File: src/hw/rtl/aap_pkg.sv
// Shared types and constants for the all-pairs box overlap block.
// No dependencies; imported by every module of the block.
package aap_pkg;

   localparam int COORD_W = 20;
   localparam int EXTENT_W = 16;
   localparam int ID_W = 16;
   // edge sums: 20-bit signed plus 16-bit unsigned fits in 21 signed bits
   localparam int SUM_W = 21;
   localparam int HIT_W = 6;
   localparam logic [HIT_W-1:0] RESULT_LIMIT = 6'd63;

   typedef struct packed {
      logic        [EXTENT_W-1:0] box_height;
      logic        [EXTENT_W-1:0] box_width;
      logic signed [COORD_W-1:0]  y_pos;
      logic signed [COORD_W-1:0]  x_pos;
      logic        [ID_W-1:0]     entity_id;
   } box_type;

endpackage

File: src/hw/rtl/aap_cell.sv
// One storage cell of the box ring: holds a single stored box.
// Depends on aap_pkg for box_type.
module aap_cell
   import aap_pkg::*;
(
   input  logic    clock,
   input  logic    advance,
   input  box_type d_in,
   output box_type q
);

   box_type entry_ff;

   always_ff @(posedge clock) begin
      if (advance) begin
         entry_ff <= d_in;
      end
   end

   assign q = entry_ff;

endmodule

File: src/hw/rtl/aap_overlap.sv
// Strict-inequality overlap test between a stored box and the query box.
// Depends on aap_pkg for box_type and widths.
module aap_overlap
   import aap_pkg::*;
(
   input  box_type stored,
   input  box_type query,
   output logic    overlap
);

   logic signed [SUM_W-1:0] sx, sy, qx, qy;
   logic signed [SUM_W-1:0] sx_end, sy_end, qx_end, qy_end;

   always_comb begin
      sx = SUM_W'(stored.x_pos);
      sy = SUM_W'(stored.y_pos);
      qx = SUM_W'(query.x_pos);
      qy = SUM_W'(query.y_pos);
      sx_end = sx + $signed({{(SUM_W-EXTENT_W){1'b0}}, stored.box_width});
      sy_end = sy + $signed({{(SUM_W-EXTENT_W){1'b0}}, stored.box_height});
      qx_end = qx + $signed({{(SUM_W-EXTENT_W){1'b0}}, query.box_width});
      qy_end = qy + $signed({{(SUM_W-EXTENT_W){1'b0}}, query.box_height});
      overlap = (sx < qx_end) && (sx_end > qx) && (sy < qy_end) && (sy_end > qy);
   end

endmodule

File: src/hw/rtl/aabb_all_pairs_overlap.sv
// Top level of the all-pairs box overlap block: sequencer, ring of cells, result register.
// Depends on aap_pkg, aap_cell and aap_overlap.
//
//   channel | dir | tdata                          | tuser     | tlast
//   req     | in  | id, x, y, width, height (88b)  | new_frame | -
//   rsp     | out | first_entity, second_entity    | -         | last_in_run
//
// Each item is accepted, then swept with one ring rotation step per cell (the stored boxes
// circle past one comparator at the ring head), then finished in a flush state.
// A result stall holds the rotation only when a second overlap needs the output.
// Reset clears the fill count and control; cell contents are unknown until written.
// req_tready is high only between items; a held result that cannot enter a busy output blocks the next item.
module aabb_all_pairs_overlap
   import aap_pkg::*;
#(
   parameter int BOX_CAPACITY = 64
) (
   input  logic        clock,
   input  logic        reset,
   input  logic        req_tvalid,
   output logic        req_tready,
   input  logic [87:0] req_tdata,  // entity_id, x_pos, y_pos, box_width, box_height
   input  logic [0:0]  req_tuser,  // new_frame
   output logic        rsp_tvalid,
   input  logic        rsp_tready,
   output logic [31:0] rsp_tdata,  // first_entity, second_entity
   output logic        rsp_tlast
);

   localparam int CNT_W = $clog2(BOX_CAPACITY + 1);
   localparam int STEP_W = $clog2(BOX_CAPACITY);
   localparam logic [CNT_W-1:0] CAP_C = CNT_W'(BOX_CAPACITY);
   localparam logic [STEP_W-1:0] LAST_STEP = STEP_W'(BOX_CAPACITY - 1);

   typedef enum logic [1:0] {ST_IDLE, ST_SWEEP, ST_FLUSH} state_type;

   state_type          state_ff, state_in;
   box_type            query_ff, query_in;
   logic [CNT_W-1:0]   count_ff, count_in;
   logic [STEP_W-1:0]  step_ff, step_in;
   logic [HIT_W-1:0]   hits_ff, hits_in;
   logic               pend_valid_ff, pend_valid_in;
   logic [ID_W-1:0]    pend_id_ff, pend_id_in;
   logic               rsp_valid_ff, rsp_valid_in;
   logic [31:0]        rsp_data_ff, rsp_data_in;
   logic               rsp_last_ff, rsp_last_in;

   logic    ring_advance;
   logic    overlap, hit, out_free, store_slot;
   box_type write_back;
   box_type ring [BOX_CAPACITY];

   // ring: cell 0 is the head; data moves toward the head, tail refills
   for (genvar g = 0; g < BOX_CAPACITY; g++) begin : g_ring
      if (g == BOX_CAPACITY - 1) begin : g_tail
         aap_cell u_cell (.clock(clock), .advance(ring_advance), .d_in(write_back),
                          .q(ring[g]));
      end else begin : g_body
         aap_cell u_cell (.clock(clock), .advance(ring_advance), .d_in(ring[g+1]),
                          .q(ring[g]));
      end
   end

   aap_overlap u_overlap (.stored(ring[0]), .query(query_ff), .overlap(overlap));

   assign store_slot = (CNT_W'(step_ff) == count_ff) && (count_ff != CAP_C);
   assign write_back = store_slot ? query_ff : ring[0];
   assign out_free = !rsp_valid_ff || rsp_tready;
   assign hit = (state_ff == ST_SWEEP) && (CNT_W'(step_ff) < count_ff) &&
                (hits_ff != RESULT_LIMIT) && (ring[0].entity_id != query_ff.entity_id) &&
                overlap;

   always_comb begin
      state_in = state_ff;
      query_in = query_ff;
      count_in = count_ff;
      step_in = step_ff;
      hits_in = hits_ff;
      pend_valid_in = pend_valid_ff;
      pend_id_in = pend_id_ff;
      rsp_valid_in = rsp_valid_ff && !rsp_tready;
      rsp_data_in = rsp_data_ff;
      rsp_last_in = rsp_last_ff;
      ring_advance = 1'b0;
      case (state_ff)
         ST_IDLE: begin
            if (req_tvalid) begin
               query_in = req_tdata;
               if (req_tuser[0]) begin
                  count_in = '0;
               end
               step_in = '0;
               hits_in = '0;
               state_in = ST_SWEEP;
            end
         end
         ST_SWEEP: begin
            // hold only when an earlier hit must leave and the output is busy
            if (!(hit && pend_valid_ff && !out_free)) begin
               ring_advance = 1'b1;
               if (hit) begin
                  if (pend_valid_ff) begin
                     rsp_valid_in = 1'b1;
                     rsp_data_in = {query_ff.entity_id, pend_id_ff};
                     rsp_last_in = 1'b0;
                  end
                  pend_valid_in = 1'b1;
                  pend_id_in = ring[0].entity_id;
                  hits_in = hits_ff + 1'b1;
               end
               if (step_ff == LAST_STEP) begin
                  step_in = '0;
                  state_in = ST_FLUSH;
                  if (count_ff != CAP_C) begin
                     count_in = count_ff + 1'b1;
                  end
               end else begin
                  step_in = step_ff + 1'b1;
               end
            end
         end
         ST_FLUSH: begin
            if (!pend_valid_ff) begin
               state_in = ST_IDLE;
            end else if (out_free) begin
               rsp_valid_in = 1'b1;
               rsp_data_in = {query_ff.entity_id, pend_id_ff};
               rsp_last_in = 1'b1;
               pend_valid_in = 1'b0;
               state_in = ST_IDLE;
            end
         end
         default: begin
            state_in = ST_IDLE;
         end
      endcase
   end

   always_ff @(posedge clock) begin
      if (reset) begin
         state_ff <= ST_IDLE;
         count_ff <= '0;
         pend_valid_ff <= 1'b0;
         rsp_valid_ff <= 1'b0;
      end else begin
         state_ff <= state_in;
         count_ff <= count_in;
         pend_valid_ff <= pend_valid_in;
         rsp_valid_ff <= rsp_valid_in;
      end
      query_ff <= query_in;
      step_ff <= step_in;
      hits_ff <= hits_in;
      pend_id_ff <= pend_id_in;
      rsp_data_ff <= rsp_data_in;
      rsp_last_ff <= rsp_last_in;
   end

   assign req_tready = (state_ff == ST_IDLE);
   assign rsp_tvalid = rsp_valid_ff;
   assign rsp_tdata = rsp_data_ff;
   assign rsp_tlast = rsp_last_ff;

   a_count_bound: assert property (@(posedge clock) disable iff (reset)
      count_ff <= CAP_C)
      else $error("fill count beyond capacity");

   a_no_pending_idle: assert property (@(posedge clock) disable iff (reset)
      req_tready |-> !pend_valid_ff)
      else $error("held result left behind between items");

   a_busy_after_accept: assert property (@(posedge clock) disable iff (reset)
      (req_tvalid && req_tready) |=> !req_tready)
      else $error("ready during sweep");

   a_limit_marks_last: assert property (@(posedge clock) disable iff (reset)
      (state_ff == ST_SWEEP && hits_ff == RESULT_LIMIT) |-> pend_valid_ff)
      else $error("result limit reached without held result");

endmodule
File: config.mk
export PLATFORM = sky130hd
export DESIGN_NAME = aabb_all_pairs_overlap
export DESIGN_NICKNAME = d
export VERILOG_FILES = /design/src/hw/rtl/aap_pkg.sv /design/src/hw/rtl/aap_cell.sv /design/src/hw/rtl/aap_overlap.sv /design/src/hw/rtl/aabb_all_pairs_overlap.sv
export SDC_FILE = /design/constraint.sdc
export NUM_CORES = 2
export LEC_CHECK = 0
export ABC_AREA = 1
export ABC_CLOCK_PERIOD_IN_PS = 133700
export BUFFER_PORTS_ARGS = -buffer_cell sky130_fd_sc_hd__buf_2
export CAP_MARGIN = 5
export CORE_ASPECT_RATIO = 0.9
export CORE_UTILIZATION = 56
export DETAILED_ROUTE_END_ITERATION = 8
export PLACE_DENSITY = 0.75
export SLEW_MARGIN = 20
export SYNTH_ARGS = -nofsm -noshare
export SYNTH_HDL_FRONTEND = slang
export SYNTH_SLANG_ARGS = --single-unit
File: constraint.sdc
create_clock -name clock -period 133.7 [get_ports clock]
set_input_delay 20.055 -clock clock [delete_from_list [all_inputs] [get_ports clock]]
set_output_delay 20.055 -clock clock [all_outputs]
set_load 0.01 [all_outputs]
* After elaboration in Yosys (flattened, before gate mapping)
Cells that the tools add are included.
** Storage, ports and cells
- Input bits :: 93
- Output and inout port bits :: 35
- Word-level logic and storage cells :: 435
- Register bits :: 5792
** Operators by class
- Reduce and logical (&&, ||, !) cells :: 26
- Equal/unequal tests :: 17
- Magnitude comparators :: 5
- Bitwise operators :: 1
- Multiplexer cells :: 45
- Add/subtract/negate cells :: 7
** Operators by type and width (count)
- $mux 32 :: 5
- $mux 88 :: 1
- $add 20x17->21 :: 4
- $pmux 32 s2 :: 1
- $gt 21x20->1 :: 2
- $lt 20x21->1 :: 2
- $mux 7 :: 5
- $mux 6 :: 5
- $pmux 6 s2 :: 2
- $mux 1 :: 16
- $ne 16x16->1 :: 1
- $ne 2x2->1 const B :: 7
- $pmux 7 s2 :: 1
- $add 6x1->6 const B :: 2
- $reduce_and 6->1 :: 2
- $logic_and 1x1->1 :: 11
- $mux 2 :: 5
- $reduce_and 3->1 :: 3
- $reduce_and 4->1 :: 2
- $add 7x1->7 const B :: 1
- $eq 6x7->1 :: 1
- $lt 6x7->1 :: 1
- $ne 7x7->1 const B :: 1
- $eq 6x6->1 const B :: 1
- 13 further kinds :: 19

* Logic depth before layout (Yosys ltp)
- Depth in word-level cells :: 10
- Gate-level depth with buffers :: 28
- Gate-level depth less buffers :: 28

* Cells and area by module
A second synthesis with hierarchy kept.
** Unflattened totals
- Cells, all modules :: 7127
- Area, all modules :: 182040.8 um^2
** By module, submodules not included
- aap_cell :: cells each 88, seq. area each 2642.5 um^2, instances 64, area each 2642.5 um^2
- aabb_all_pairs_overlap :: cells each 573, seq. area each 4694.5 um^2, instances 1, area each 7104.3 um^2
- aap_overlap :: cells each 922, seq. area each 0.0 um^2, instances 1, area each 5814.3 um^2

* Worst setup path after synthesis
OpenSTA, ideal clock, no wires.
- Path kind :: input -> register
- Start point :: in rsp_tready
- End point :: reg g_ring[0].g_body.u_cell.entry_ff (netlist bit g_ring[0].g_body.u_cell.q[0]) (enable)
- Arrival :: 129.260 ns
- Library setup time :: 5.914 ns
- Path slack :: -1.474 ns
- Stages :: 7
- Path through :: nor2_1 -> inv_1 -> nor2_1 -> nand4_4 -> buf_6 -> nand2_1 -> inv_1
** On the way
- Longest elaborated chain between the ends :: 5
** Ends and longest elaborated chain
- start: declaration :: RTL line aabb_all_pairs_overlap.sv:25 : input logic rsp_tready,
- $logic_or 1x1->1 :: RTL line aabb_all_pairs_overlap.sv:68 : assign out_free = !rsp_valid_ff || rsp_tready;
- $logic_not 1->1 :: RTL line aabb_all_pairs_overlap.sv:99 : if (!(hit && pend_valid_ff && !out_free)) begin
- $logic_and 1x1->1 :: RTL line aabb_all_pairs_overlap.sv:99
- $mux 1 :: RTL line aabb_all_pairs_overlap.sv:99
- $mux 1 :: RTL line aabb_all_pairs_overlap.sv:85 : case (state_ff)
- net g_ring[0].g_body.u_cell.advance :: RTL line aap_cell.sv:7 : input logic advance,
- end signal: assignment :: RTL line aap_cell.sv:16 : entry_ff <= d_in;
- end: declaration :: RTL line aap_cell.sv:12 : box_type entry_ff;
The timed path passes the listed nets, and every way through them passes these cells.
A chain may end at the register's enable or synchronous reset.

* Final worst setup path
- Start point :: in rsp_tready
- End point :: reg g_ring[31].g_body.u_cell.entry_ff (netlist bit g_ring[31].g_body.u_cell.q[66]) (enable)
** On the way
- Longest elaborated chain between the ends :: 5
** Ends and longest elaborated chain (RTL line)
- $logic_or 1x1->1 :: aabb_all_pairs_overlap.sv:68
- $logic_not 1->1 :: aabb_all_pairs_overlap.sv:99
- $logic_and 1x1->1 :: aabb_all_pairs_overlap.sv:99
- $mux 1 :: aabb_all_pairs_overlap.sv:99
- $mux 1 :: aabb_all_pairs_overlap.sv:85
- net g_ring[0].g_body.u_cell.advance :: aap_cell.sv:7
- end signal: assignment :: aap_cell.sv:16
- end: declaration :: aap_cell.sv:12
The timed path passes the listed nets, and every way through them passes these cells.

==> impl_metrics.env <==
export IMPL_core_area_um2=321000
export IMPL_synth_flop_cell="edfxtp_1"
export IMPL_worstHoldPathType="reg -> reg"
export IMPL_powerDensity_nw_per_um2=24.0
export IMPL_post_drt_wl_per_cell_um=24.0
export IMPL_critPathKind="in -> reg"
export IMPL_synth_cells=7068
export IMPL_area_delta_synth_final_pct=12.9
export IMPL_cts_root_buf="clkbuf_16"
export IMPL_initial_core_util_pct=56.5
export IMPL_drcViolationCount=0
export IMPL_fin_skew_ns=0.0951
export IMPL_grt_max_degree=230
export IMPL_hold_viol=0
export IMPL_post_route_period_util_pct=20.0
export IMPL_synth_ff_latch_count=5792
export IMPL_slew_headroom_pct=24.3
export IMPL_synthTopCellsByArea="edfxtp_1 96%, ha_1 1.1%, nand2_1 0.71%"
export IMPL_cts_sinks=5792
export IMPL_gp_congestion=0.879
export IMPL_clk_pin_slew_ns=0.06
export IMPL_avgSynthCellArea_um2=25.7
export IMPL_pin_count=128
export IMPL_row_count=197
export IMPL_dp_hpwl_um=130000
export IMPL_yosys_warnings=0
export IMPL_tns_ns=0
export IMPL_cts_buffers=526
export IMPL_ant_nets=0
export IMPL_slew_viol_final=0
export IMPL_p_total_mw=4.91
export IMPL_vias=67177
export IMPL_ir_worst_vdd_v=0.0000205
export IMPL_p_leak_nw=62.3
export IMPL_hold_ws_ns=0.367
export IMPL_die_area_um2=326000
export IMPL_yosysTopAreaCellShare_pct=95.7
export IMPL_die_y_um=542
export IMPL_nNetsFinal=8023
export IMPL_crit_arrival_ns=27.33
export IMPL_first_global_vias=68075
export IMPL_cts_hold_buf=0
export IMPL_grt_pass1_wl_um=443000
export IMPL_wirelength_um=299000
export IMPL_cp_start_kind="primary input"
export IMPL_setup_violations=0
export IMPL_via_per_inst=5.39
export IMPL_stdcell_area_um2=205000
export IMPL_clock_latency_ns=1.03
export IMPL_clockBufferDepth=4
export IMPL_max_freq_mhz=37.5
export IMPL_final_core_util_pct=63.8
export IMPL_endpoint_kind="flip-flop"
export IMPL_drive_gt1_share_pct=11.8
export IMPL_post_cts_resized=0
export IMPL_cap_violations=0
export IMPL_fin_crit_ns=26.70
export IMPL_status="finished clean"
export IMPL_synth_area_um2=181000
export IMPL_synth_nets=7324
export IMPL_port_buffers=127
export IMPL_antenna_found_initial=7
export IMPL_synth_async_reset_ratio_pct=0
export IMPL_rsz0062_at_grt="no"
export IMPL_overflow=0
export IMPL_placed_area_um2=188000
export IMPL_synth_seq_area_share_pct=95.8
export IMPL_cts_tree="yes"
export IMPL_post_cts_buffers=0
export IMPL_ys_types=43
export IMPL_drt_initial_drc_count=7477
export IMPL_die_x_um=602
export IMPL_synth_edf_count=5781
export IMPL_grtUsageTotal_pct=18.2
export IMPL_required_ns=134.32
export IMPL_tightest_slew_ns=1.14
export IMPL_yosysTopAreaCell="edfxtp_1"
export IMPL_htreeDepth=6
export IMPL_dr_pass1_iters=8
export IMPL_crit_path_max_fanout=211
==> cell usage after synthesis (2+ instances only) <==
library cell / n
buf_1: 5
a21oi_1: 117
clkbuf_1: 13
edfxtp_1: 5781
nor4_1: 4
nor3_1: 7
o21bai_1: 2
ha_1: 159
dfxtp_1: 11
nand2_1: 341
a31oi_1: 9
xor2_1: 40
a21o_1: 6
o21a_1: 2
nor2_1: 108
nor2_2: 5
o21ai_0: 88
xnor2_1: 37
o21ai_1: 7
fa_1: 4
nand4_1: 28
nor3b_1: 3
mux2_2: 36
a221oi_1: 3
o211ai_1: 3
inv_1: 190
a211oi_1: 2
nand3_1: 42
==> stage by stage <==
stage / setup WS, ns / std cells
2_1_floorplan: 27.48 / 7068
3_3_place_gp: 106.30 / 11516
3_5_place_dp: 106.03 / 11516
4_1_cts: 107.10 / 12447
5_1_grt: 106.66 / 12449
6_report: 107.00 / 12453
==> critical path, stage by stage <==
cell and delay (ns):
buf_2 0.09, nor2_1 0.18, inv_1 0.17, nor2_1 0.11
nand4_4 0.19, nand2_1 0.12, clkinvlp_4 0.10, buf_4 0.79
buf_4 0.91, buf_12 0.77, buf_4 0.87, buf_4 0.96
buf_4 0.77, buf_4 0.83
==> cell usage in the layout, fill, tap and decap left out, drive strengths merged, types with 2 or more instances in the layout <==
cell      instances
bufinv           41
clkinv          207
nand3            43
a21o              6
nor3              7
xnor2            37
inv             211
buf             191
diode             5
nor4              5
o21ai            96
a221oi            3
ha              159
dfxtp            11
mux2             36
edfxtp         5781
o21a              2
nor3b             3
nand2           341
a211oi            2
o211ai            3
fa                4
a21oi           118
o21bai            2
nor2            114
xor2             40
nand4            29
clkinvlp         21
clkbuf          641
a31oi             9
==> cells by family after synthesis <==
family / count (synthesis) / share of synthesized area [%]
flops: 5792 / 95.8
mux: 36 / 0.224
fa+ha+maj: 163 / 1.14
buf+inv: 210 / 0.439
xor+xnor: 77 / 0.372
simple gates: 544 / 1.25
compound gates: 246 / 0.730
==> layer usage <==
layer / vias to the layer above / track usage (%) / wire length, um
met3: 739 / 3.14 / 18000
met5: - / 0 / 0
met4: 0 / 7.64 / 13300
met1: 34392 / 24.8 / 122000
li1: 29400 / - / -
met2: 2646 / 29.7 / 146000
==> final timing paths <==
check / start / to / slack [ns] / cells after the start
min: g_ring[59].g_body.u_cell.q[19] / g_ring[58].g_body.u_cell.q[19] / 0.37 / 0
min reg2reg: g_ring[59].g_body.u_cell.q[19] / g_ring[58].g_body.u_cell.q[19] / 0.37 / 0
max: rsp_tready / g_ring[31].g_body.u_cell.q[66] / 107.00 / 14
max reg2reg: query_ff[36] / g_ring[31].g_body.u_cell.q[66] / 121.60 / 30
==> where the power goes <==
part	total (mW)	switching (mW)	internal (mW)
Combinational	0.447	0.394	0.0534
Clock	1.50	0.667	0.831
Sequential	2.97	0.175	2.79
==> flip-flops by register name, indices dropped and copies added, names as in the netlist <==
| register | count |
|---|---|
| g_ring.g_body.u_cell.q | 5544 |
| g_ring.g_tail.u_cell.q | 88 |
| query_ff | 88 |
| rsp_tdata | 32 |
| pend_id_ff | 16 |
| count_ff | 7 |
| hits_ff | 6 |
| step_ff | 6 |
| state_ff | 2 |
| pend_valid_ff | 1 |
| rsp_tlast | 1 |
| rsp_tvalid | 1 |
==> area by class of cell <==
class / count / area (um2)
Clock buffer: 641 / 14000
Timing Repair Buffer: 191 / 1280
Inverter: 190 / 722
Sequential cell: 5792 / 174000
Tap cell: 4278 / 5350
Antenna cell: 5 / 12.5
Clock inverter: 290 / 2920
Fill cell: 19301 / 116000
Multi-Input combinational cell: 1066 / 6750
Note: power is estimated with default switching activity, not from simulation.
